### src/hdl/power_of_two_box_downscaler_assert.svh
// Assertion macros used by the back module of the downscaler.
`ifndef POWER_OF_TWO_BOX_DOWNSCALER_ASSERT_SVH
`define POWER_OF_TWO_BOX_DOWNSCALER_ASSERT_SVH

// Same-cycle implication, checked on clk, off while rst is high.
`define P2BD_ASSERT_IMP(lbl, ante, cons, msg) \
  lbl: assert property (@(posedge clk) disable iff (rst) (ante) |-> (cons)) \
    else $error(msg);

// Next-cycle implication, checked on clk, off while rst is high.
`define P2BD_ASSERT_NXT(lbl, ante, cons, msg) \
  lbl: assert property (@(posedge clk) disable iff (rst) (ante) |=> (cons)) \
    else $error(msg);

`endif

### src/hdl/p2bd_pkg.sv
// Shared types and constants of the power-of-two box downscaler.
package p2bd_pkg;

  localparam int DIM_W      = 12;                 // width of size registers and counters
  localparam int DIM_MAX    = (1 << DIM_W) - 1;   // largest size a register can hold
  localparam int FACTOR_W   = 3;
  localparam int CFG_W      = 12;                 // widest register
  localparam int CFG_IDX_W  = 2;
  localparam int CHAN_W     = 8;
  localparam int PIX_W      = 4 * CHAN_W;

  localparam int MAX_WIDTH_DEF   = 2048;
  localparam int MAX_HEIGHT_DEF  = 2048;
  localparam int MAX_FACTOR_DEF  = 7;
  localparam int QUEUE_DEPTH_DEF = 4;

  localparam logic [FACTOR_W-1:0] SHIFT_FACTOR_RST = 3'd1;
  localparam logic [DIM_W-1:0]    IMAGE_WIDTH_RST  = 12'd640;
  localparam logic [DIM_W-1:0]    IMAGE_HEIGHT_RST = 12'd480;

  typedef enum logic [CFG_IDX_W-1:0] {
    REG_SHIFT_FACTOR = 2'd0,
    REG_IMAGE_WIDTH  = 2'd1,
    REG_IMAGE_HEIGHT = 2'd2,
    REG_ALPHA_ENABLE = 2'd3
  } p2bd_reg_t;

  // One classified pixel, passed from front to back.
  typedef struct packed {
    logic [DIM_W-1:0]  col_idx;    // output column
    logic [CHAN_W-1:0] red;        // contributions already scaled
    logic [CHAN_W-1:0] green;
    logic [CHAN_W-1:0] blue;
    logic [CHAN_W-1:0] alpha;
    logic              alpha_en;
    logic              emit;       // bottom-right pixel of its block
    logic              last;       // last block of the frame
  } p2bd_item_t;

  localparam int ITEM_W = $bits(p2bd_item_t);

endpackage

### src/hdl/p2bd_front.sv
// Front: configuration registers, raster position and pixel classification.
module p2bd_front #(
  parameter int MAX_WIDTH  = p2bd_pkg::MAX_WIDTH_DEF,
  parameter int MAX_HEIGHT = p2bd_pkg::MAX_HEIGHT_DEF,
  parameter int MAX_FACTOR = p2bd_pkg::MAX_FACTOR_DEF
) (
  input  logic                           clk,
  input  logic                           rst,
  input  logic                           cfg_we,
  input  logic [p2bd_pkg::CFG_IDX_W-1:0] cfg_index,
  input  logic [p2bd_pkg::CFG_W-1:0]     cfg_data,
  input  logic                           s_tvalid,
  output logic                           s_tready,
  input  logic [p2bd_pkg::PIX_W-1:0]     s_tdata,
  input  logic                           clearing,
  input  logic                           queue_full,
  output logic                           push,
  output p2bd_pkg::p2bd_item_t           item
);

  import p2bd_pkg::*;

  localparam int FACTOR_CAP = (MAX_FACTOR > 7) ? 7 : MAX_FACTOR;
  localparam int WIDTH_CAP  = (MAX_WIDTH > DIM_MAX) ? DIM_MAX : MAX_WIDTH;
  localparam int HEIGHT_CAP = (MAX_HEIGHT > DIM_MAX) ? DIM_MAX : MAX_HEIGHT;

  logic [FACTOR_W-1:0] shift_factor;
  logic [DIM_W-1:0]    image_width;
  logic [DIM_W-1:0]    image_height;
  logic                alpha_enable;
  logic [DIM_W-1:0]    col;
  logic [DIM_W-1:0]    row;

  logic [FACTOR_W-1:0] fac;
  logic [DIM_W-1:0]    w;
  logic [DIM_W-1:0]    h;
  logic [DIM_W-1:0]    mask;
  logic [DIM_W-1:0]    bx;
  logic [DIM_W-1:0]    by;
  logic [DIM_W-1:0]    w_out;
  logic [DIM_W-1:0]    h_out;
  logic [FACTOR_W:0]   csh;
  logic [DIM_W:0]      col_inc;
  logic [DIM_W:0]      row_inc;
  logic                active;

  always_ff @(posedge clk) begin
    if (rst) begin
      shift_factor <= SHIFT_FACTOR_RST;
      image_width  <= IMAGE_WIDTH_RST;
      image_height <= IMAGE_HEIGHT_RST;
      alpha_enable <= 1'b0;
    end else if (cfg_we) begin
      unique case (p2bd_reg_t'(cfg_index))
        REG_SHIFT_FACTOR: shift_factor <= cfg_data[FACTOR_W-1:0];
        REG_IMAGE_WIDTH:  image_width  <= cfg_data[DIM_W-1:0];
        REG_IMAGE_HEIGHT: image_height <= cfg_data[DIM_W-1:0];
        REG_ALPHA_ENABLE: alpha_enable <= cfg_data[0];
      endcase
    end
  end

  // Clamp factor and sizes into their legal ranges.
  always_comb begin
    fac = (32'(shift_factor) > FACTOR_CAP) ? FACTOR_W'(FACTOR_CAP) : shift_factor;
    priority if (image_width == '0)               w = DIM_W'(1);
    else if (32'(image_width) > WIDTH_CAP)        w = DIM_W'(WIDTH_CAP);
    else                                          w = image_width;
    priority if (image_height == '0)              h = DIM_W'(1);
    else if (32'(image_height) > HEIGHT_CAP)      h = DIM_W'(HEIGHT_CAP);
    else                                          h = image_height;
  end

  assign mask    = ~({DIM_W{1'b1}} << fac);
  assign bx      = col >> fac;
  assign by      = row >> fac;
  assign w_out   = w >> fac;
  assign h_out   = h >> fac;
  assign csh     = {fac, 1'b1};
  assign active  = (bx < w_out) && (by < h_out);
  assign col_inc = {1'b0, col} + 1'b1;
  assign row_inc = {1'b0, row} + 1'b1;

  assign s_tready = !clearing && !queue_full;
  assign push     = s_tvalid && s_tready && active;

  always_comb begin
    item.col_idx  = bx;
    item.red      = CHAN_W'({s_tdata[7:0],   1'b1} >> csh);
    item.green    = CHAN_W'({s_tdata[15:8],  1'b1} >> csh);
    item.blue     = CHAN_W'({s_tdata[23:16], 1'b1} >> csh);
    item.alpha    = s_tdata[31:24] >> {fac, 1'b0};
    item.alpha_en = alpha_enable;
    item.emit     = ((col & mask) == mask) && ((row & mask) == mask);
    item.last     = (bx == w_out - 1'b1) && (by == h_out - 1'b1);
  end

  // Advance the raster position on every accepted pixel, dropped or not.
  always_ff @(posedge clk) begin
    if (rst) begin
      col <= '0;
      row <= '0;
    end else if (s_tvalid && s_tready) begin
      if (col_inc >= {1'b0, w}) begin
        col <= '0;
        row <= (row_inc >= {1'b0, h}) ? '0 : row_inc[DIM_W-1:0];
      end else begin
        col <= col_inc[DIM_W-1:0];
      end
    end
  end

endmodule

### config.mk
export PLATFORM = sky130hd
export DESIGN_NAME = p2bd_front
export DESIGN_NICKNAME = d
export VERILOG_FILES = /design/src/hdl/power_of_two_box_downscaler_assert.svh /design/src/hdl/p2bd_pkg.sv /design/src/hdl/p2bd_front.sv
export SDC_FILE = /design/constraint.sdc
export NUM_CORES = 1
export LEC_CHECK = 0
export BUFFER_PORTS_ARGS = -buffer_cell sky130_fd_sc_hd__buf_2
export CAP_MARGIN = 10
export CORE_UTILIZATION = 44
export DETAILED_ROUTE_END_ITERATION = 10
export GPL_ROUTABILITY_DRIVEN = 1
export PLACE_DENSITY = 0.64
export RECOVER_POWER = 100
export SETUP_SLACK_MARGIN = 0.05
export SLEW_MARGIN = 30
export SYNTH_ARGS = -nofsm -noshare
export SYNTH_HDL_FRONTEND = slang
export SYNTH_SLANG_ARGS = --single-unit
### constraint.sdc
create_clock -name clk -period 10.7 [get_ports clk]
set_input_delay 0.535 -clock clk [delete_from_list [all_inputs] [get_ports clk]]
set_output_delay 0.535 -clock clk [all_outputs]
set_load 0.05 [all_outputs]
# ---- After elaboration in Yosys (flattened, before gate mapping)
# Index checks and enable logic that the tools add are counted.
# W data, S select, Z words.
dict set report op_classes {
  addsub 4
  magnitude_cmp 6
  n_eq_ne 7
  shift 9
  mux 6
  bitwise_logic 3
  n_reduce_logical 16
}
# cell count
set ops {}
lappend ops {{$mux W12} 6}
lappend ops {{$eq A12 B12 Y1} 4}
lappend ops {{$shr A12 B3 Y12} 4}
lappend ops {{$shr A9 B4 Y8} 3}
lappend ops {{$add A12 B1 Y13 const B} 2}
lappend ops {{$ge A13 B12 Y1} 2}
lappend ops {{$and A12 B12 Y12} 2}
lappend ops {{$gt A12 B12 Y1 const B} 2}
lappend ops {{$logic_not A12 Y1} 2}
lappend ops {{$lt A12 B12 Y1} 2}
lappend ops {{$sub A12 B1 Y12 const B} 2}
lappend ops {{$not A12 Y12} 1}
lappend ops {{$shl A12 B3 Y12 const A} 1}
lappend ops {{$reduce_and A2 Y1} 5}
lappend ops {{$shr A8 B4 Y8} 1}
lappend ops {{$logic_and A1 B1 Y1} 6}
lappend ops {{$eq A2 B2 Y1 const B} 2}
lappend ops {{$eq A2 B1 Y1 const B} 1}
lappend ops {{$logic_not A1 Y1} 2}
lappend ops {{$logic_not A2 Y1} 1}
dict set report totals {
  reg_bits 52
  inputBits 52
  output_inout_bits 49
}

# ---- Depth between registers and ports, before layout
# Gate-level depths: netlist (run 1).
dict set report depth {
  word_depth 7
  ltp_mapped 21
  ltp_nobuf 15
}

# ---- Worst setup path after synthesis (run 1)
# OpenSTA, ideal clock, no wires.
dict set report synth_timing {
  kind {register to output}
  start {register shift_factor[1], in the netlist fac[1]}
  end {output item[0] (netlist name)}
  t_arrival_ns 5.540
  required_ns 10.165
  slack_ns 4.625
  path_stages_with_launch 20
  cell_sequence {dfxtp_1 -> buf_6 -> buf_8 -> buf_4 -> buf_4 -> buf_2 -> buf_1 -> mux2i_1 -> nor2_1 -> a21oi_1 -> o21ai_0 -> inv_1 -> ha_1 -> a211o_1 -> nor3_1 -> nand4_1 -> a211oi_2 -> o2111ai_1 -> or4b_1 -> nor4_2}
}
# element line_no
set synth_lines {}
lappend synth_lines {{start, declared} p2bd_front.sv:27} ;# logic [FACTOR_W-1:0] shift_factor;
lappend synth_lines {{start signal, assigned} p2bd_front.sv:55} ;# REG_SHIFT_FACTOR: shift_factor <= cfg_data[FACTOR_W-1:0];
lappend synth_lines {{end, declared} p2bd_front.sv:18} ;# output p2bd_pkg::p2bd_item_t item

==> impl_metrics.ini, run 1 <==
[status]
outcome = complete, but fails checks
violations = max-capacitance violations, max-slew violations

[synthesis]
synth_top_family_by_area = simple AND/OR/NAND/NOR gates
synth-simple-area-share_pct = 26.3
synth-compound-area-share_pct = 21.4
synth-main-ff-cell = dfxtp_1
synth_edf_count = 0
yosys.area.top_type_share_pct = 14.7
ys_types = 82
yosys-top-cells-count = 136 x nand2_1, 79 x a21oi_1, 78 x nor2_1
syn-num-nets = 1040
syn-cell-area_um2 = 7080
yosys.area_share.adder_pct = 9.16
ys_seq_area_share_pct = 14.7
yosys.area.top_type = dfxtp_1
synthXorXnorAreaFrac_pct = 5.41
synthMuxAreaShare_pct = 16.3
synth-seq-cells = 52
synth.area.top_cells = dfxtp_1 15%, ha_1 9.0%, mux2i_1 8.5%
async_flop_share_pct = 0
yosys_warnings = 0
avgSynthCellArea_um2 = 7.56
yosysMostFrequentCell = nand2_1
synthCells = 937

[sta]
relSlewSlack_pct = -140
fin_skew_ps = 10.6
setup_viol = 0
fmax_ghz = 0.133
worst_slew_pin_slew_ps = 3600
rsz0062_at_grt = false
fin_crit_sh_pct = 70.4
setup_tns_ps = 0
maxSlewViolCount = 201
hold_viol_final = 0
layout_min_cycle_time_ps = 7530

[setup_path]
cp_max_fo = 73
cp.arrival_ps = 6990
startpoint_type = register
r2r_cells = 6
r2r_end = fac[2]$_SDFFE_PP0P_
cp.required_ps = 10170
end_kind = output port
crit_type = reg -> out
r2r_slack_ps = 6640
r2r-start = fac[2]$_SDFFE_PP0P_
cp-startpoint = fac[1]$_SDFFE_PP0P_

[cts]
clock-sinks = 52
cts_buffer_depth = 2
postCtsSetupBuffers = 0
htreeDepth = 2
root_buffer = clkbuf_16
cts_buffers = 5
clock_latency_ps = 290
cts_tree = yes
cts_hold_buffers = 0
post_cts_resized = 0
path_clk_slew_ps = 70

[final_layout]
fillers = 1630
insertedDiodeCount = 0
area_delta_synth_final_pct = 7.14
instances_no_fill = 1188
final_nets = 1074
drive_above_1_share_pct = 12.8
postLayoutCellArea_um2 = 7580

[route]
vias = 7069
drt-total-wl_mm = 20.9
wl_per_cell_um = 17.6
viasPerCell = 5.95
drt-pass1-iter-count = 5
first_iter_violations = 618
drcViolationCount = 0
ant_nets = 0

[placement]
dp_hpwl_mm = 15.7
dpl_cell_area_um2 = 7500
portBuffers = 100
dpl.cell_count = 1180
gpl.final_weighted_congestion = 0.946

[global_route]
grt_pass1_wl_mm = 33.5
track_usage_pct = 25.3
first_global_vias = 6419
grt_max_degree = 86
grt_overflow = 0
antenna_found_initial = 0

[die]
rows = 46
core_um2 = 15800
die-area_um2 = 16600
io_pins = 101
die_h_um = 129
initial_core_util_pct = 44.9
fp.dieW_um = 129

[run]
maxCapViolCount = 4

[hold_path]
hold_depth = 3
worstHoldStart = cfg_data[5]
hold_path_class = in -> reg
hold_end = image_height[5]$_SDFFE_PP1P_

[power]
max-vdd-ir-drop_mv = 0.0682
power_leakage_uw = 0.00306
powerDensity_nw_per_um2 = 77.7
-- report_power, final --
group | switching (uW) | internal (uW) | leakage, uW
logic | 139 | 78.9 | 0.00257
clock network | 73.9 | 87.4 | 0.0000671
registers | 13.0 | 197 | 0.000422
-- metrics by stage --
step                hold WS, ps  total power [uW]  setup slack [ps]  util, %
CTS                         466               592              5300     48.5
detailed placement          467               432              5610     47.6
finish                      467               589              3170     48.1
global placement            461               431              5680     47.6
floorplan                   448               381              4630        -
global route                476               619              2490     48.1
-- routing by layer --
layer	vias to the layer above	GRT usage (%)	wire length (um)	share of wire, %
li1	3464	-	-	-
met4	0	7.96	459	2.2
met5	-	0	0	0
met2	265	40.7	9400	45
met1	3307	35.2	9910	47
met3	33	2.99	1180	5.6
-- flip-flops by register name, indices dropped and copies added, names as in the netlist --
name          count
alpha_enable      1
col              12
fac               3
image_height     12
image_width      12
row              12
-- layout make-up --
| type | count | area, um^2 | area share, % |
|---|---|---|---|
| Clock buffer | 6 | 129 | 1.70 |
| Multi-Input combinational cell | 784 | 5560 | 73.3 |
| Clock inverter | 2 | 16.3 | 0.214 |
| Timing Repair Buffer | 106 | 482 | 6.35 |
| Inverter | 22 | 82.6 | 1.09 |
| Tap cell | 216 | 270 | 3.56 |
| Sequential cell | 52 | 1050 | 13.8 |
-- kinds of logic (layout without fill, tap and decap cells) --
logic type | Yosys count | after routing
compound gates | 225 | 225
mux | 90 | 90
simple gates | 375 | 375
buf+inv | 101 | 136
xor+xnor | 42 | 42
flops | 52 | 52
fa+ha+maj | 52 | 52
-- layout by cell type, fill, tap and decap left out, types with 5 or more instances in the layout --
master	n
a21oi_1	79
nand4_1	7
nand2_1	136
clkbuf_1	42
nor3_1	14
o21ai_0	26
nand3_1	25
xor2_1	20
and2_0	6
nand2b_1	11
ha_1	51
dfxtp_1	50
nor2_1	78
nor3b_1	5
mux2_2	11
nor2b_1	20
a211oi_1	20
a22oi_1	5
mux2i_1	60
clkbuf_16	5
nand3b_1	9
and3_1	10
nand4b_1	13
a31oi_1	9
o211ai_1	7
buf_2	64
xnor2_1	21
inv_1	21
o21a_1	8
mux4_2	16
and2_1	11
or3_1	6
a21o_1	9
or2_2	7
-- critical path, cell delays in order, from the launching register on --
cell and delay, ps:
dfxtp_4 550, clkbuf_1 2560, nor2b_1 950, a2bb2oi_1 480, and2_1 260, xor2_1 260, nor2_1 60, mux2_2 320
a2111oi_0 490, o221ai_1 230, nor4_2 160, buf_2 300
-- worst max path at each step --
stage | to | slack [ps]
3_3_place_gp | item[0] | 5680
5_1_grt | item[0] | 2490
4_1_cts | item[0] | 5300
2_1_floorplan | item[0] | 4630
6_report | item[0] | 3170
3_5_place_dp | item[0] | 5610
No activity file was read; power rests on OpenSTA's default activity.
==> run 2: changes to the inputs <==
--- a/config.mk
+++ b/config.mk
@@ -5,6 +5,7 @@
 export SDC_FILE = /design/constraint.sdc
 export NUM_CORES = 1
 export LEC_CHECK = 0
+export ABC_AREA = 1
 export BUFFER_PORTS_ARGS = -buffer_cell sky130_fd_sc_hd__buf_2
 export CAP_MARGIN = 10
 export CORE_UTILIZATION = 44
==> constraint.sdc (replaced) <==
create_clock -name clk -period 7.07 [get_ports clk]
set_input_delay 0.3535 -clock clk [delete_from_list [all_inputs] [get_ports clk]]
set_output_delay 0.3535 -clock clk [all_outputs]
set_load 0.05 [all_outputs]
==> impl_metrics.ini, run 2 <==
[route]
drt-pass1-iter-count = 5
wl_per_cell_um = 16.0
first_iter_violations = 689
viasPerCell = 5.49
vias = 7662
ant_nets = 0
drcViolationCount = 0
drt-total-wl_mm = 22.4

[setup_path]
cp_slowest_cell = nor2_1
end_kind = output port
cp.arrival_ps = 4930
crit_type = reg -> out
cp_max_fo = 49
r2r_slack_ps = 3090
critical_path.max_stage_delay_ps = 900
crit_cells = 13
r2r-start = row[0]$_SDFFE_PP0P_
r2r_end = row[0]$_SDFFE_PP0P_
crit_end = push
cp-startpoint = fac[2]$_SDFFE_PP0P_
cp.required_ps = 6720
crit_top_cell = nor2_1
startpoint_type = register
critical_path.top_delay_family = simple AND/OR/NAND/NOR gates
r2r_cells = 19
crit_chain = buf_4 -> nor2_1 -> inv_1 -> nor2_1 -> inv_1 -> nor2_1 -> ha_1 -> a21oi_1 -> o21ai_0 -> a2111oi_0 -> nand2_1 -> nor2_1 -> clkbuf_1
crit_buf_inv = 4

[hold_path]
hold_path_class = in -> reg

[synthesis]
syn-cell-area_um2 = 6780
synthMuxAreaShare_pct = 0
synth_edf_count = 0
synth-main-ff-cell = dfxtp_1
async_flop_share_pct = 0
synth-simple-area-share_pct = 41.2
syn-num-nets = 1253
ys_types = 47
yosys.area.top_type_share_pct = 16.2
ys_seq_area_share_pct = 15.4
synth.area.top_cells = nand2_1 16%, dfxtp_1 15%, ha_1 9.4%
yosys.area.top_type = nand2_1
synthXorXnorAreaFrac_pct = 3.49
yosys.area_share.adder_pct = 9.41
synth_top_family_by_area = simple AND/OR/NAND/NOR gates
yosys-top-cells-count = 292 x nand2_1, 130 x inv_1, 110 x nand3_1
yosysMostFrequentCell = nand2_1
synth-compound-area-share_pct = 17.9
synthCells = 1150
avgSynthCellArea_um2 = 5.89
synth-seq-cells = 52
yosys_warnings = 0

[die]
core_um2 = 14800
die_h_um = 126
fp.dieW_um = 126
initial_core_util_pct = 45.9
rows = 44
die-area_um2 = 15900
io_pins = 101

[final_layout]
drive_above_1_share_pct = 11.6
final_nets = 1314
postLayoutCellArea_um2 = 7310
final_common_cell = nand2_1
insertedDiodeCount = 0
final_cell_mix = 293 x nand2_1, 131 x inv_1, 111 x nor2_1
area_delta_synth_final_pct = 7.81

[cts]
postCtsSetupBuffers = 0
path_clk_slew_ps = 80
post_cts_resized = 0
htreeDepth = 2
cts_buffers = 5
cts_hold_buffers = 0
root_buffer = clkbuf_16
clock_latency_ps = 310
cts_buffer_depth = 2
cts_tree = yes
clock-sinks = 52

[sta]
fin_skew_ps = 7.20
fmax_ghz = 0.189
worst_slew_pin_slew_ps = 1110
layout_min_cycle_time_ps = 5290
relSlewSlack_pct = 25.5
rsz0062_at_grt = false
hold_viol_final = 0
setup_viol = 0
maxSlewViolCount = 0
fin_crit_sh_pct = 74.8
setup_tns_ps = 0

[global_route]
first_global_vias = 7008
track_usage_pct = 28.2
grt_pass1_wl_mm = 35.9
antenna_found_initial = 0
grt_max_degree = 61
grt_overflow = 0

[placement]
portBuffers = 100
dpl_cell_area_um2 = 7230
dp_hpwl_mm = 17.6
gpl.final_weighted_congestion = 0.899

[power]
power_leakage_uw = 0.00369
p_sw_uw = 520
seqPwrFrac_pct = 28.9
powerDensity_nw_per_um2 = 152
power_uw = 1110
max-vdd-ir-drop_mv = 0.127
power.share.clock_pct = 23.3
switching_share_pct = 46.8
p_int_uw = 590
pwr-share-comb_pct = 47.9

[status]
outcome = completed

[run]
maxCapViolCount = 0
==> run 2: power by group through the flow <==
| stage | sequential, uW | combinational (uW) | clock [uW] |
|---|---|---|---|
| 2_1_floorplan | 316 | 417 | 0 |
| 3_3_place_gp | 326 | 530 | 0 |
| 3_5_place_dp | 327 | 531 | 0 |
| 4_1_cts | 320 | 534 | 265 |
| 5_1_grt | 321 | 590 | 278 |
| 6_report | 320 | 531 | 258 |
==> run 2: worst min-delay path by stage <==
stage                               from                      endpoint  cells after the start  slack, ps
4_1_cts                      cfg_data[8]  image_height[8]$_SDFFE_PP1P_                      3        270
5_1_grt                      cfg_data[8]   image_width[8]$_SDFFE_PP0P_                      3        290
6_report                     cfg_data[8]  image_height[8]$_SDFFE_PP1P_                      3        280
2_1_floorplan                        rst          col[11]$_SDFFE_PP0P_                      1        420
3_3_place_gp   alpha_enable$_SDFFE_PP0P_     alpha_enable$_SDFFE_PP0P_                      2        440
3_5_place_dp   alpha_enable$_SDFFE_PP0P_     alpha_enable$_SDFFE_PP0P_                      2        440
==> run 2: stage by stage <==
step                hold slack [ps]  util [%]  instances  setup slack (ps)
detailed placement              438      49.0       1388              2480
finish                          276      49.5       1396              1780
global placement                435      49.0       1388              2650
floorplan                       423         -       1150              3060
global route                    288      49.5       1396              1400
CTS                             273      50.0       1396              2120
==> run 2: layout make-up <==
class | count | area [um^2]
clock inverter | 3 | 25.0
inverter | 143 | 537
clock buffer | 5 | 125
timing repair buffer | 105 | 480
fill | 1601 | 7450
multi-input combinational | 904 | 4860
sequential | 52 | 1050
tap | 184 | 230
==> run 2: tightest hold or removal path, stage by stage <==
cell,delay (ps)
buf_2,90
nand2_1,50
o211ai_1,60
==> run 2: layer usage <==
| metal | global-route usage, % | vias up | wire (um) |
|---|---|---|---|
| met5 | 0 | - | 0 |
| met3 | 3.70 | 54 | 1490 |
| met4 | 10.6 | 0 | 766 |
| met1 | 35.9 | 3377 | 9930 |
| li1 | - | 3924 | - |
| met2 | 48.5 | 307 | 10200 |
==> run 2: logic make-up after synthesis <==
| kind of cell | count (synthesis) |
|---|---|
| AND/OR/NAND/NOR | 615 |
| AO/OA/AOI/OAI | 211 |
| buffers and inverters | 194 |
| flip-flops | 52 |
| adder cells (fa/ha/maj) | 51 |
| XOR/XNOR | 27 |
