## src/hdl/power_of_two_box_downscaler_assert.svh

```systemverilog
// Assertion macros used by the back module of the downscaler.
`ifndef POWER_OF_TWO_BOX_DOWNSCALER_ASSERT_SVH
`define POWER_OF_TWO_BOX_DOWNSCALER_ASSERT_SVH

// Same-cycle implication, checked on clk, off while rst is high.
`define P2BD_ASSERT_IMP(lbl, ante, cons, msg) \
  lbl: assert property (@(posedge clk) disable iff (rst) (ante) |-> (cons)) \
    else $error(msg);

// Next-cycle implication, checked on clk, off while rst is high.
`define P2BD_ASSERT_NXT(lbl, ante, cons, msg) \
  lbl: assert property (@(posedge clk) disable iff (rst) (ante) |=> (cons)) \
    else $error(msg);

`endif

```

## src/hdl/p2bd_fifo.sv

```systemverilog
// Short queue between front and back.
module p2bd_fifo #(
  parameter int WIDTH = 8,
  parameter int DEPTH = 4
) (
  input  logic             clk,
  input  logic             rst,
  input  logic             push,
  input  logic [WIDTH-1:0] push_data,
  output logic             full,
  input  logic             pop,
  output logic             not_empty,
  output logic [WIDTH-1:0] head
);

  localparam int PW = (DEPTH > 1) ? $clog2(DEPTH) : 1;

  logic [WIDTH-1:0] slots [DEPTH];
  logic [PW-1:0]    wr_ptr;
  logic [PW-1:0]    rd_ptr;
  logic [PW:0]      count;

  assign full      = (count == (PW+1)'(DEPTH));
  assign not_empty = (count != '0);
  assign head      = slots[rd_ptr];

  always_ff @(posedge clk) begin
    if (push) begin
      slots[wr_ptr] <= push_data;
    end
  end

  always_ff @(posedge clk) begin
    if (rst) begin
      wr_ptr <= '0;
      rd_ptr <= '0;
      count  <= '0;
    end else begin
      if (push) begin
        wr_ptr <= (wr_ptr == PW'(DEPTH - 1)) ? '0 : wr_ptr + 1'b1;
      end
      if (pop) begin
        rd_ptr <= (rd_ptr == PW'(DEPTH - 1)) ? '0 : rd_ptr + 1'b1;
      end
      unique case ({push, pop})
        2'b10:   count <= count + 1'b1;
        2'b01:   count <= count - 1'b1;
        default: count <= count;
      endcase
    end
  end

endmodule

```

## config.mk

```make
export PLATFORM = sky130hd
export DESIGN_NAME = p2bd_fifo
export DESIGN_NICKNAME = d
export VERILOG_FILES = /design/src/hdl/power_of_two_box_downscaler_assert.svh /design/src/hdl/p2bd_fifo.sv
export SDC_FILE = /design/constraint.sdc
export NUM_CORES = 1
export LEC_CHECK = 0
export BUFFER_PORTS_ARGS = -buffer_cell sky130_fd_sc_hd__buf_2
export CAP_MARGIN = 20
export CORE_ASPECT_RATIO = 1.75
export CORE_MARGIN = 4
export CORE_UTILIZATION = 40
export DETAILED_ROUTE_END_ITERATION = 10
export PLACE_DENSITY = 0.65
export SLEW_MARGIN = 10
export SYNTH_ARGS = -nofsm -noshare
export SYNTH_HDL_FRONTEND = slang
export SYNTH_SLANG_ARGS = --single-unit
```

## constraint.sdc

```tcl
create_clock -name clk -period 2.2 [get_ports clk]
set_clock_uncertainty 0.1 [all_clocks]
set_input_delay 0.44 -clock clk [delete_from_list [all_inputs] [get_ports clk]]
set_output_delay 0.44 -clock clk [all_outputs]
set_load 0.02 [all_outputs]
```

Word-level counts from Yosys, hierarchy flattened
Memories as Yosys holds them, arrays and structs flattened. A register that Yosys moved wholly into a read port is not among the register bits.
Index checks and enable logic that the tools add are counted.
W data, S select, Z words.

word-level totals
  register bits = 7
  bits in writable memories = 32
  logic and storage cells = 22
  memories = 1

memories
  memory  words  bits a word  rd ports  clocked after memory_dff  wr ports  RTL line         RTL
  slots   4      8            1         1                         1         p2bd_fifo.sv:18  logic [WIDTH-1:0] slots [DEPTH];

cells by class
  add/subtract/negate cells = 4
  eq/ne operators = 5
  muxes and demuxes = 7
  reductions and logical operators = 2

operator list
  kind                   count
  $mux W2                4
  $eq A2 B2 Y1 const B   3
  $pmux W3 S2            1
  $add A2 B1 Y2 const B  2
  $add A3 B1 Y3 const B  1
  $eq A3 B3 Y1 const B   1
  $reduce_bool A3 Y1     1
  $sub A3 B1 Y3 const B  1
  $eq A2 B1 Y1 const B   1
  $mux W1                2
  $reduce_bool A2 Y1     1

Longest topological paths before layout
Gate-level depths: netlist of run 1.

  depth after elaboration = 4
  gate-level depth with buffers = 6
  gate-level depth less buffers = 6

Least setup slack after synthesis of run 1
OpenSTA, ideal clock, no wires.

  kind = input to register
  start point = input push
  end point = register count[2]
  setup time = 70 ps
  data arrival time = 1613 ps
  slack = 417 ps
  cell stages on the path = 6
  buffers on the path = 0
  cells stage by stage = inv_1 > ha_1 > fa_1 > xnor2_1 > or3_1 > a21oi_1

on the way
  word-level cells in the longest chain between the ends = 2
  elaborated cells on any way between the ends = 4
  those cells by class = 2 x eq/ne; 1 x mux; 1 x reduce/logical

ends and longest elaborated chain
  element                                                   RTL line         RTL
  start, declared                                           p2bd_fifo.sv:8   input logic push,
  $eq A2 B1 Y1 / $eq A2 B2 Y1 (equally long branches)       p2bd_fifo.sv:45  unique case ({push, pop})
  $pmux W3 S2 / $reduce_bool A2 Y1 (equally long branches)  n/a
  end signal, assigned                                      p2bd_fifo.sv:46  2'b10: count <= count + 1'b1;
  end signal, assigned                                      p2bd_fifo.sv:47  2'b01: count <= count - 1'b1;
  end signal, assigned                                      p2bd_fifo.sv:48  default: count <= count;
  end, declared                                             p2bd_fifo.sv:21  logic [PW:0] count;

Several ways; a longest one is shown, not always the timed one.
A chain may end at the register's enable or synchronous reset.

==> results.rst, run 1 <==
.. list-table::
   :header-rows: 1

   * - Metric
     - Value
   * - Result of the run
     - complete, no violations
   * - Share of flip-flops with an asynchronous set or reset after synthesis
     - 0%
   * - Final critical delay including setup and external delays
     - 2.02 ns
   * - Mapped Area
     - 1600 um^2
   * - Most frequent cell after synthesis
     - sky130_fd_sc_hd__edfxtp_1
   * - Worst IR Drop VDD
     - 649 uV
   * - Worst hold path startpoint
     - push_data[5]
   * - Setup violation total in the final timing report
     - 0
   * - Crit share post-route
     - 91.7%
   * - Final number of max-transition violations
     - 0
   * - Number of buffers inserted to repair setup after CTS
     - 0
   * - Drt total wl
     - 2360 um
   * - Number of enable-type register cells in the synthesized netlist
     - 32
   * - Worst reg2reg startpoint
     - count[0]
   * - Nature of the critical path startpoint
     - flip-flop
   * - Flop2flop setup slack
     - 0.64 ns
   * - Overflow after GRT
     - 0
   * - Net count reported at finish
     - 132
   * - Worst reg2reg path depth
     - 4
   * - Number of antenna diodes
     - 0
   * - Vias in the first global route
     - 946
   * - Number of clock sinks
     - 41
   * - Hold buffer count at CTS
     - 0
   * - Top post-synthesis cells by area
     - sky130_fd_sc_hd__edfxtp_1 (60%), sky130_fd_sc_hd__dfxtp_1 (11%), sky130_fd_sc_hd__mux4_2 (11%)
   * - Initial core utilization
     - 41.3%
   * - Synthesized area per cell
     - 18.6 um^2
   * - Setup repair after global routing missed its margin
     - no
   * - Filler Cell Count
     - 324
   * - Area enclosed by the die boundary
     - 5110 um^2
   * - Hold Vio Cnt, Final
     - 0
   * - Power density relative to cell area
     - 829 nW/um^2
   * - Core box area
     - 3870 um^2
   * - Wire length of the first global-routing pass
     - 4140 um
   * - Initial drt markers
     - 12
   * - Destination of the worst register-to-register timing path
     - count[2]
   * - Die width
     - 55.8 um
   * - Quantity of I/O buffers inserted on ports
     - 21
   * - Peak fanout along the critical path
     - 8
   * - Transition time at the pin with the least slew margin
     - 0.410 ns
   * - Clock Tree Buf Depth
     - 2
   * - Total Routing Usage GR
     - 10.9%
   * - Library cells used by synthesis
     - 17
   * - Worst-skew pair later-pin latency
     - 0.28 ns
   * - Overall Power
     - 1.52 mW
   * - Placement row count
     - 30
   * - Pin count of the biggest net entering global routing
     - 12
   * - Clock-pin slew reported for the worst setup and hold paths after clock tree synthesis
     - 0.07 ns
   * - Setup_tns
     - 0 ns
   * - Area overhead of the layout relative to synthesis
     - 14.6%
   * - Number of max-cap violations
     - 0
   * - Vias per inst
     - 4.98
   * - Post-cts resize count
     - 0
   * - Drc violations
     - 0
   * - Number of vias after detailed routing
     - 802
   * - Cell type contributing the most total cell area after synthesis
     - sky130_fd_sc_hd__edfxtp_1
   * - Synth warn
     - 0
   * - Share of synthesized area occupied by flip-flops and latches
     - 71.4%
   * - Lkg Pwr
     - 0.675 nW
   * - Cells after synthesis
     - 86
   * - Share of Yosys cell area claimed by the top area cell type
     - 60.1%
   * - Flip-flop and latch count after synthesis
     - 41
   * - Nature of the critical path endpoint
     - output pin
   * - Syn Nets
     - 105
   * - Worst setup path category
     - flip-flop to output pin
   * - Average detailed-routed wire length per instance
     - 14.7 um
   * - Cell at the root of the clock tree
     - sky130_fd_sc_hd__clkbuf_8
   * - Most frequent cells after synthesis
     - sky130_fd_sc_hd__edfxtp_1 (32), sky130_fd_sc_hd__dfxtp_1 (9), sky130_fd_sc_hd__mux4_2 (8)
   * - Antenna violations before repair
     - 0
   * - Number of instances on the worst hold path
     - 1
   * - Die outline height
     - 91.6 um
   * - WP data required
     - 1.66 ns
   * - Worst slew slack as a fraction of its limit
     - 72.7%
   * - Count of boundary I/O pins
     - 22
   * - DRT Pass-1 Iters
     - 4
   * - Endpoint of the worst hold-timing path
     - slots[1][5]
   * - Path class of the lowest-slack min-delay path
     - input pin to flip-flop
   * - Most used flip-flop cell after synthesis
     - sky130_fd_sc_hd__edfxtp_1
   * - Antenna-violating nets left
     - 0
   * - H-tree lvl count
     - 2
   * - TritonCTS buffer count
     - 5
   * - Crit path arrival time
     - 1.48 ns
   * - HPWL Detailed
     - 1770 um
   * - Fraction of final layout cells with drive strength greater than 1
     - 31.0%
   * - Placer congestion estimate
     - 0.654
   * - Fmax
     - 496 MHz
   * - CTS tree
     - yes
## through the flow
step / worst slack [ns] / instances / hold slack, ns / utilization [%] / cell area, um^2
after floorplan: 0.417 / 86 / 0.355 / - / 1600
after global routing: 0.0831 / 161 / 0.262 / 47.3 / 1830
final: 0.183 / 161 / 0.269 / 47.3 / 1830
after CTS: 0.152 / 161 / 0.263 / 47.3 / 1830
after detailed placement: 0.175 / 154 / 0.405 / 45.4 / 1750
after global placement: 0.231 / 154 / 0.375 / 45.4 / 1750
## report_power, final
group	total, mW	internal, mW	switching (mW)
registers	0.901	0.876	0.0244
clock network	0.431	0.213	0.218
logic	0.185	0.0830	0.102
## routing by layer
metal / GRT usage [%] / wire (um) / up-vias / part of all wire (%)
met2: 19.3 / 1310 / 22 / 55
met1: 10.3 / 842 / 395 / 36
met3: 4.23 / 132 / 8 / 5.6
met4: 6.69 / 78 / 0 / 3.3
met5: 0 / 0 / - / 0
li1: - / - / 377 / -
## state kept, by name, indices dropped and copies added, names as in the netlist, named ones only
signal and cells:
rd_ptr 2, count 3, wr_ptr 2, slots 32
## layout make-up
cell class	count	area, um^2	share of cell area, %
clock buffer	6	72.6	3.96
clock inverter	1	3.75	0.205
sequential	41	1140	62.3
timing repair buffer	22	113	6.15
tap	48	60.1	3.28
multi-input combinational	39	425	23.2
inverter	4	15.0	0.820
## worst max path at each step
stage,start,endpoint,slack [ns],depth (start not counted)
2_1_floorplan,push,count[2],0.42,6
3_3_place_gp,push,count[2],0.23,7
3_5_place_dp,push,count[2],0.17,7
4_1_cts,flip-flop,head[5],0.15,3
5_1_grt,flip-flop,head[5],0.08,3
6_report,flip-flop,head[5],0.18,3
## layout by cell type, fill, tap and decap left out
master / synthesis / final
sky130_fd_sc_hd__edfxtp_1: 32 / 32
sky130_fd_sc_hd__buf_2: 0 / 21
sky130_fd_sc_hd__dfxtp_1: 9 / 9
sky130_fd_sc_hd__mux4_2: 8 / 8
sky130_fd_sc_hd__nor2_1: 6 / 6
sky130_fd_sc_hd__ha_1: 6 / 6
sky130_fd_sc_hd__clkbuf_8: 0 / 5
sky130_fd_sc_hd__inv_1: 4 / 4
sky130_fd_sc_hd__and2_1: 4 / 4
sky130_fd_sc_hd__nor3b_1: 3 / 3
sky130_fd_sc_hd__a21oi_1: 3 / 3
sky130_fd_sc_hd__mux2i_1: 3 / 3
sky130_fd_sc_hd__or3_1: 2 / 2
sky130_fd_sc_hd__xor2_1: 1 / 1
sky130_fd_sc_hd__xnor2_1: 1 / 1
sky130_fd_sc_hd__o21ai_0: 1 / 1
sky130_fd_sc_hd__fa_1: 1 / 1
sky130_fd_sc_hd__clkbuf_1: 0 / 1
sky130_fd_sc_hd__clkinv_1: 0 / 1
sky130_fd_sc_hd__buf_4: 0 / 1
## logic make-up after synthesis
| group | share of synthesized area (%) |
|---|---|
| XOR/XNOR | 1.10 |
| multiplexers | 13.2 |
| adder cells (fa/ha/maj) | 5.95 |
| AND/OR/NAND/NOR | 5.17 |
| flip-flops | 71.4 |
| AO/OA/AOI/OAI | 1.25 |
| buffers and inverters | 1.96 |
## critical path: stages (launching register included)
cell and delay (ns):
sky130_fd_sc_hd__dfxtp_1 0.31, sky130_fd_sc_hd__buf_4 0.19, sky130_fd_sc_hd__mux4_2 0.52, sky130_fd_sc_hd__buf_2 0.17
Note: power is estimated with default switching activity, not from simulation.
==> run 2, diff against run 1 <==
--- a/config.mk
+++ b/config.mk
@@ -5,6 +5,7 @@
 export SDC_FILE = /design/constraint.sdc
 export NUM_CORES = 1
 export LEC_CHECK = 0
+export ABC_AREA = 1
 export BUFFER_PORTS_ARGS = -buffer_cell sky130_fd_sc_hd__buf_2
 export CAP_MARGIN = 20
 export CORE_ASPECT_RATIO = 1.75
==> run 2 against run 1 <==
  * First-iteration DRC count rose to 3.3 times the previous value
  * Combinational power up 17%
  * Count of clock-buffer cells in the layout unchanged
  * Critical endpoint is now head[3]
==> results.rst, run 2 <==
.. list-table::
   :header-rows: 1

   * - Metric
     - Value
   * - Share of synthesized area occupied by flip-flops and latches
     - 68.7% (-2.7 points)
   * - Top library cells by usage in the layout, fill and taps aside
     - sky130_fd_sc_hd__edfxtp_1 (32), sky130_fd_sc_hd__nor2_1 (24), sky130_fd_sc_hd__buf_2 (21), sky130_fd_sc_hd__o21ai_0 (15), sky130_fd_sc_hd__inv_1 (14)
   * - Fraction of final layout cells with drive strength greater than 1
     - 22.4% (-8.5 points)
   * - Drc violations
     - 0 (unchanged)
   * - Worst Slack Setup Final
     - 0.235 ns (+0.0519 ns)
   * - Fmax
     - 509 MHz (+2.6%)
   * - Area fraction in compound gates after synthesis
     - 9.79% (+8.5 points)
   * - Mux contribution to synthesized area
     - 0% (-13 points)
   * - Max reg flops
     - 32 (unchanged)
   * - Largest registers ranked by flip-flop count
     - slots x32, count x3
   * - Worst slew slack as a fraction of its limit
     - 73.6% (+0.92 points)
   * - Clock Tree Buf Depth
     - 2 (unchanged)
   * - Total Routing Usage GR
     - 12.3% (+1.4 points)
   * - Die width
     - 56.7 um (+1.7%)
   * - Critical path destination
     - head[3]
   * - Net count reported at finish
     - 183 (+39%)
   * - Overall Power
     - 1.74 mW (+15%)
   * - Area overhead of the layout relative to synthesis
     - 16.3%
   * - Crit share post-route
     - 89.3% (-2.4 points)
   * - Number of antenna diodes
     - 0 (unchanged)
   * - Share of synthesized cell area in and, or, nand and nor gates
     - 10.0% (+4.8 points)
   * - Met3 Use GR
     - 4.14% (-0.082 points)
   * - Placer congestion estimate
     - 0.714 (+9.2%)
   * - Nature of the critical path endpoint
     - output pin
   * - Setup_tns
     - 0 ns (unchanged)
   * - CTS tree
     - yes
   * - Syn Nets
     - 156 (+49%)
   * - Overflow after GRT
     - 0 (unchanged)
   * - Result of the run
     - complete, no violations
   * - Register area
     - 1140 um^2 (+0.11%)
   * - Library cells used by synthesis
     - 19 (+2)
   * - Hold Vio Cnt, Final
     - 0 (unchanged)
   * - Worst-skew pair later-pin latency
     - 0.28 ns (about the same)
   * - Number of clock sinks
     - 41 (unchanged)
   * - Power density relative to cell area
     - 900 nW/um^2 (+8.6%)
   * - H-tree lvl count
     - 2 (unchanged)
   * - Cell at the root of the clock tree
     - sky130_fd_sc_hd__clkbuf_8
   * - DRT Pass-1 Iters
     - 4 (unchanged)
   * - Met1 usage
     - 12.5% (+2.2 points)
   * - Setup repair after global routing missed its margin
     - no
   * - Routing layer with the top usage in global route
     - met2
   * - Antenna-violating nets left
     - 0 (unchanged)
   * - Share of synthesized cell area in full adder, half adder and majority cells
     - 5.72% (-0.23 points)
   * - Peak fanout along the critical path
     - 9 (+1)
   * - Antenna violations before repair
     - 0 (unchanged)
   * - WP data required
     - 1.66 ns (about the same)
   * - Multi-input gate area
     - 442 um^2 (+3.8%)
   * - Crit path arrival time
     - 1.42 ns (-0.06 ns)
   * - Die outline height
     - 93.3 um (+1.8%)
   * - Drt total wl
     - 3000 um (+27%)
   * - Met2 demand-to-capacity share in global routing
     - 22.3% (+3.0 points)
   * - Worst slack at placement
     - 0.263 ns (+0.0879 ns)
   * - Top post-synthesis cells by area
     - sky130_fd_sc_hd__edfxtp_1 (58%), sky130_fd_sc_hd__dfxtp_1 (11%), sky130_fd_sc_hd__nor2_1 (5.4%)
   * - Number of vias after detailed routing
     - 1079 (+35%)
   * - Destination of the worst register-to-register timing path
     - count[2]
   * - Worst setup path category
     - flip-flop to output pin
   * - Share of flip-flops with an asynchronous set or reset after synthesis
     - 0% (unchanged)
   * - Cell type contributing the most total cell area after synthesis
     - sky130_fd_sc_hd__edfxtp_1
   * - Path class of the lowest-slack min-delay path
     - input pin to flip-flop
   * - Transition time at the pin with the least slew margin
     - 0.396 ns (-0.0143 ns)
   * - Pin count of the biggest net entering global routing
     - 17 (+5)
   * - Nature of the critical path startpoint
     - flip-flop
   * - Number of buffers inserted to repair setup after CTS
     - 0 (unchanged)
   * - Cells after synthesis
     - 137 (+59%)
   * - Share of Yosys cell area claimed by the top area cell type
     - 57.8% (-2.3 points)
   * - Final number of max-transition violations
     - 0 (unchanged)
   * - XOR/XNOR Fraction of Synth Area
     - 1.05% (-0.042 points)
   * - Area enclosed by the die boundary
     - 5290 um^2 (+3.5%)
   * - Worst reg2reg path depth
     - 6 (+2)
   * - Initial drt markers
     - 39 (+27)
   * - Top register by number of flip-flops
     - slots
   * - Flip-flop and latch count after synthesis
     - 41 (unchanged)
   * - Number of max-cap violations
     - 0 (unchanged)
   * - Hold buffer count at CTS
     - 0 (unchanged)
   * - Post-cts resize count
     - 0 (unchanged)
   * - Lkg Pwr
     - 0.776 nW (+15%)
   * - Core box area
     - 3940 um^2 (+1.9%)
   * - Setup violation total in the final timing report
     - 0 (unchanged)
   * - Leading cell type in the layout, fill and taps excluded
     - sky130_fd_sc_hd__edfxtp_1
   * - Number of enable-type register cells in the synthesized netlist
     - 32 (unchanged)
   * - Wire length of the first global-routing pass
     - 4890 um (+18%)
   * - Flop2flop setup slack
     - 0.79 ns (+0.15 ns)
   * - Most frequent cells after synthesis
     - sky130_fd_sc_hd__edfxtp_1 (32), sky130_fd_sc_hd__nor2_1 (24), sky130_fd_sc_hd__o21ai_0 (15)
   * - Most used flip-flop cell after synthesis
     - sky130_fd_sc_hd__edfxtp_1
   * - Most frequent cell after synthesis
     - sky130_fd_sc_hd__edfxtp_1
   * - HPWL Detailed
     - 2160 um (+22%)
   * - TritonCTS buffer count
     - 5 (unchanged)
   * - Initial core utilization
     - 42.2% (+0.83 points)
   * - Mapped Area
     - 1660 um^2 (+4.0%)
   * - Count of boundary I/O pins
     - 22 (unchanged)
   * - Synthesized area per cell
     - 12.1 um^2 (-35%)
   * - Quantity of I/O buffers inserted on ports
     - 21 (unchanged)
   * - Vias per inst
     - 5.07 (+1.7%)
   * - Filler Cell Count
     - 362 (+12%)
   * - Average detailed-routed wire length per instance
     - 14.1 um (-4.1%)
   * - Placement row count
     - 30 (unchanged)
   * - Vias in the first global route
     - 1083 (+14%)
   * - Worst IR Drop VDD
     - 639 uV (-1.5%)
   * - Synth warn
     - 0 (unchanged)
   * - Final critical delay including setup and external delays
     - 1.96 ns (-0.0519 ns)
   * - Worst reg2reg startpoint
     - count[0]
   * - Clock-pin slew reported for the worst setup and hold paths after clock tree synthesis
     - 0.08 ns (about the same)
   * - Combinational family with the most area after synthesis
     - simple AND/OR/NAND/NOR gates
-- run 2: changes by cell type after synthesis, sizes merged, moves of 3 or more --
cell   previous run  this run
nand2             0        11
and2              4         0
o22ai             0         8
mux2i             3         0
o21ai             1        19
nor3b             3         0
nor2              6        27
inv               4        15
mux4              8         0
-- run 2: worst max-delay path: stages (launching register included) --
cell and delay (ns):
sky130_fd_sc_hd__dfxtp_1 0.41, sky130_fd_sc_hd__inv_1 0.27, sky130_fd_sc_hd__o21ai_0 0.14, sky130_fd_sc_hd__o22ai_1 0.14, sky130_fd_sc_hd__buf_2 0.19
-- run 2: worst min-delay path by stage --
stage | end | cells after the start | slack [ns] | startpoint
after floorplan | flip-flop | 2 | 0.37 | rd_ptr[0]
final | slots[3][3] | 1 | 0.26 | push_data[3]
after global placement | rd_ptr[0] | 2 | 0.39 | rd_ptr[0]
after detailed placement | rd_ptr[0] | 2 | 0.41 | rd_ptr[0]
after CTS | slots[3][0] | 1 | 0.25 | push_data[0]
after global routing | slots[0][0] | 1 | 0.26 | push_data[0]
-- run 2: layout make-up --
class                      instances  area share (%)
clock buffer                       6            4.27
clock inverter                     2            1.94
tap                               48            3.11
timing repair buffer              22            5.83
inverter                          15            2.91
multi-input combinational         79            22.8
sequential                        41            59.1
-- run 2: kinds of logic (layout without fill, tap and decap cells) --
family,after synthesis,count (layout)
buffers and inverters,17,45
AO/OA/AOI/OAI,29,29
AND/OR/NAND/NOR,41,41
flip-flops,41,41
adder cells (fa/ha/maj),7,7
XOR/XNOR,2,2
-- run 2: power breakdown --
part	leakage [nW]	internal, mW	total, mW	switching, mW
clock network	0.0574	0.369	0.609	0.240
logic	0.349	0.0757	0.217	0.141
registers	0.369	0.882	0.914	0.0310
-- run 2: routing by layer --
layer	wire length, um	up-vias
li1	-	527
met1	1110	512
met2	1650	31
met3	157	9
met4	75	0
met5	0	-
-- run 2: stage by stage --
| step | cell area, um^2 | std cells | utilization, % | hold WS (ns) |
|---|---|---|---|---|
| after global placement | 1810 | 205 | 46.0 | 0.387 |
| after CTS | 1930 | 213 | 49.0 | 0.252 |
| after global routing | 1930 | 213 | 49.0 | 0.258 |
| final | 1930 | 213 | 49.0 | 0.264 |
| after floorplan | 1660 | 137 | - | 0.368 |
| after detailed placement | 1810 | 205 | 46.0 | 0.407 |
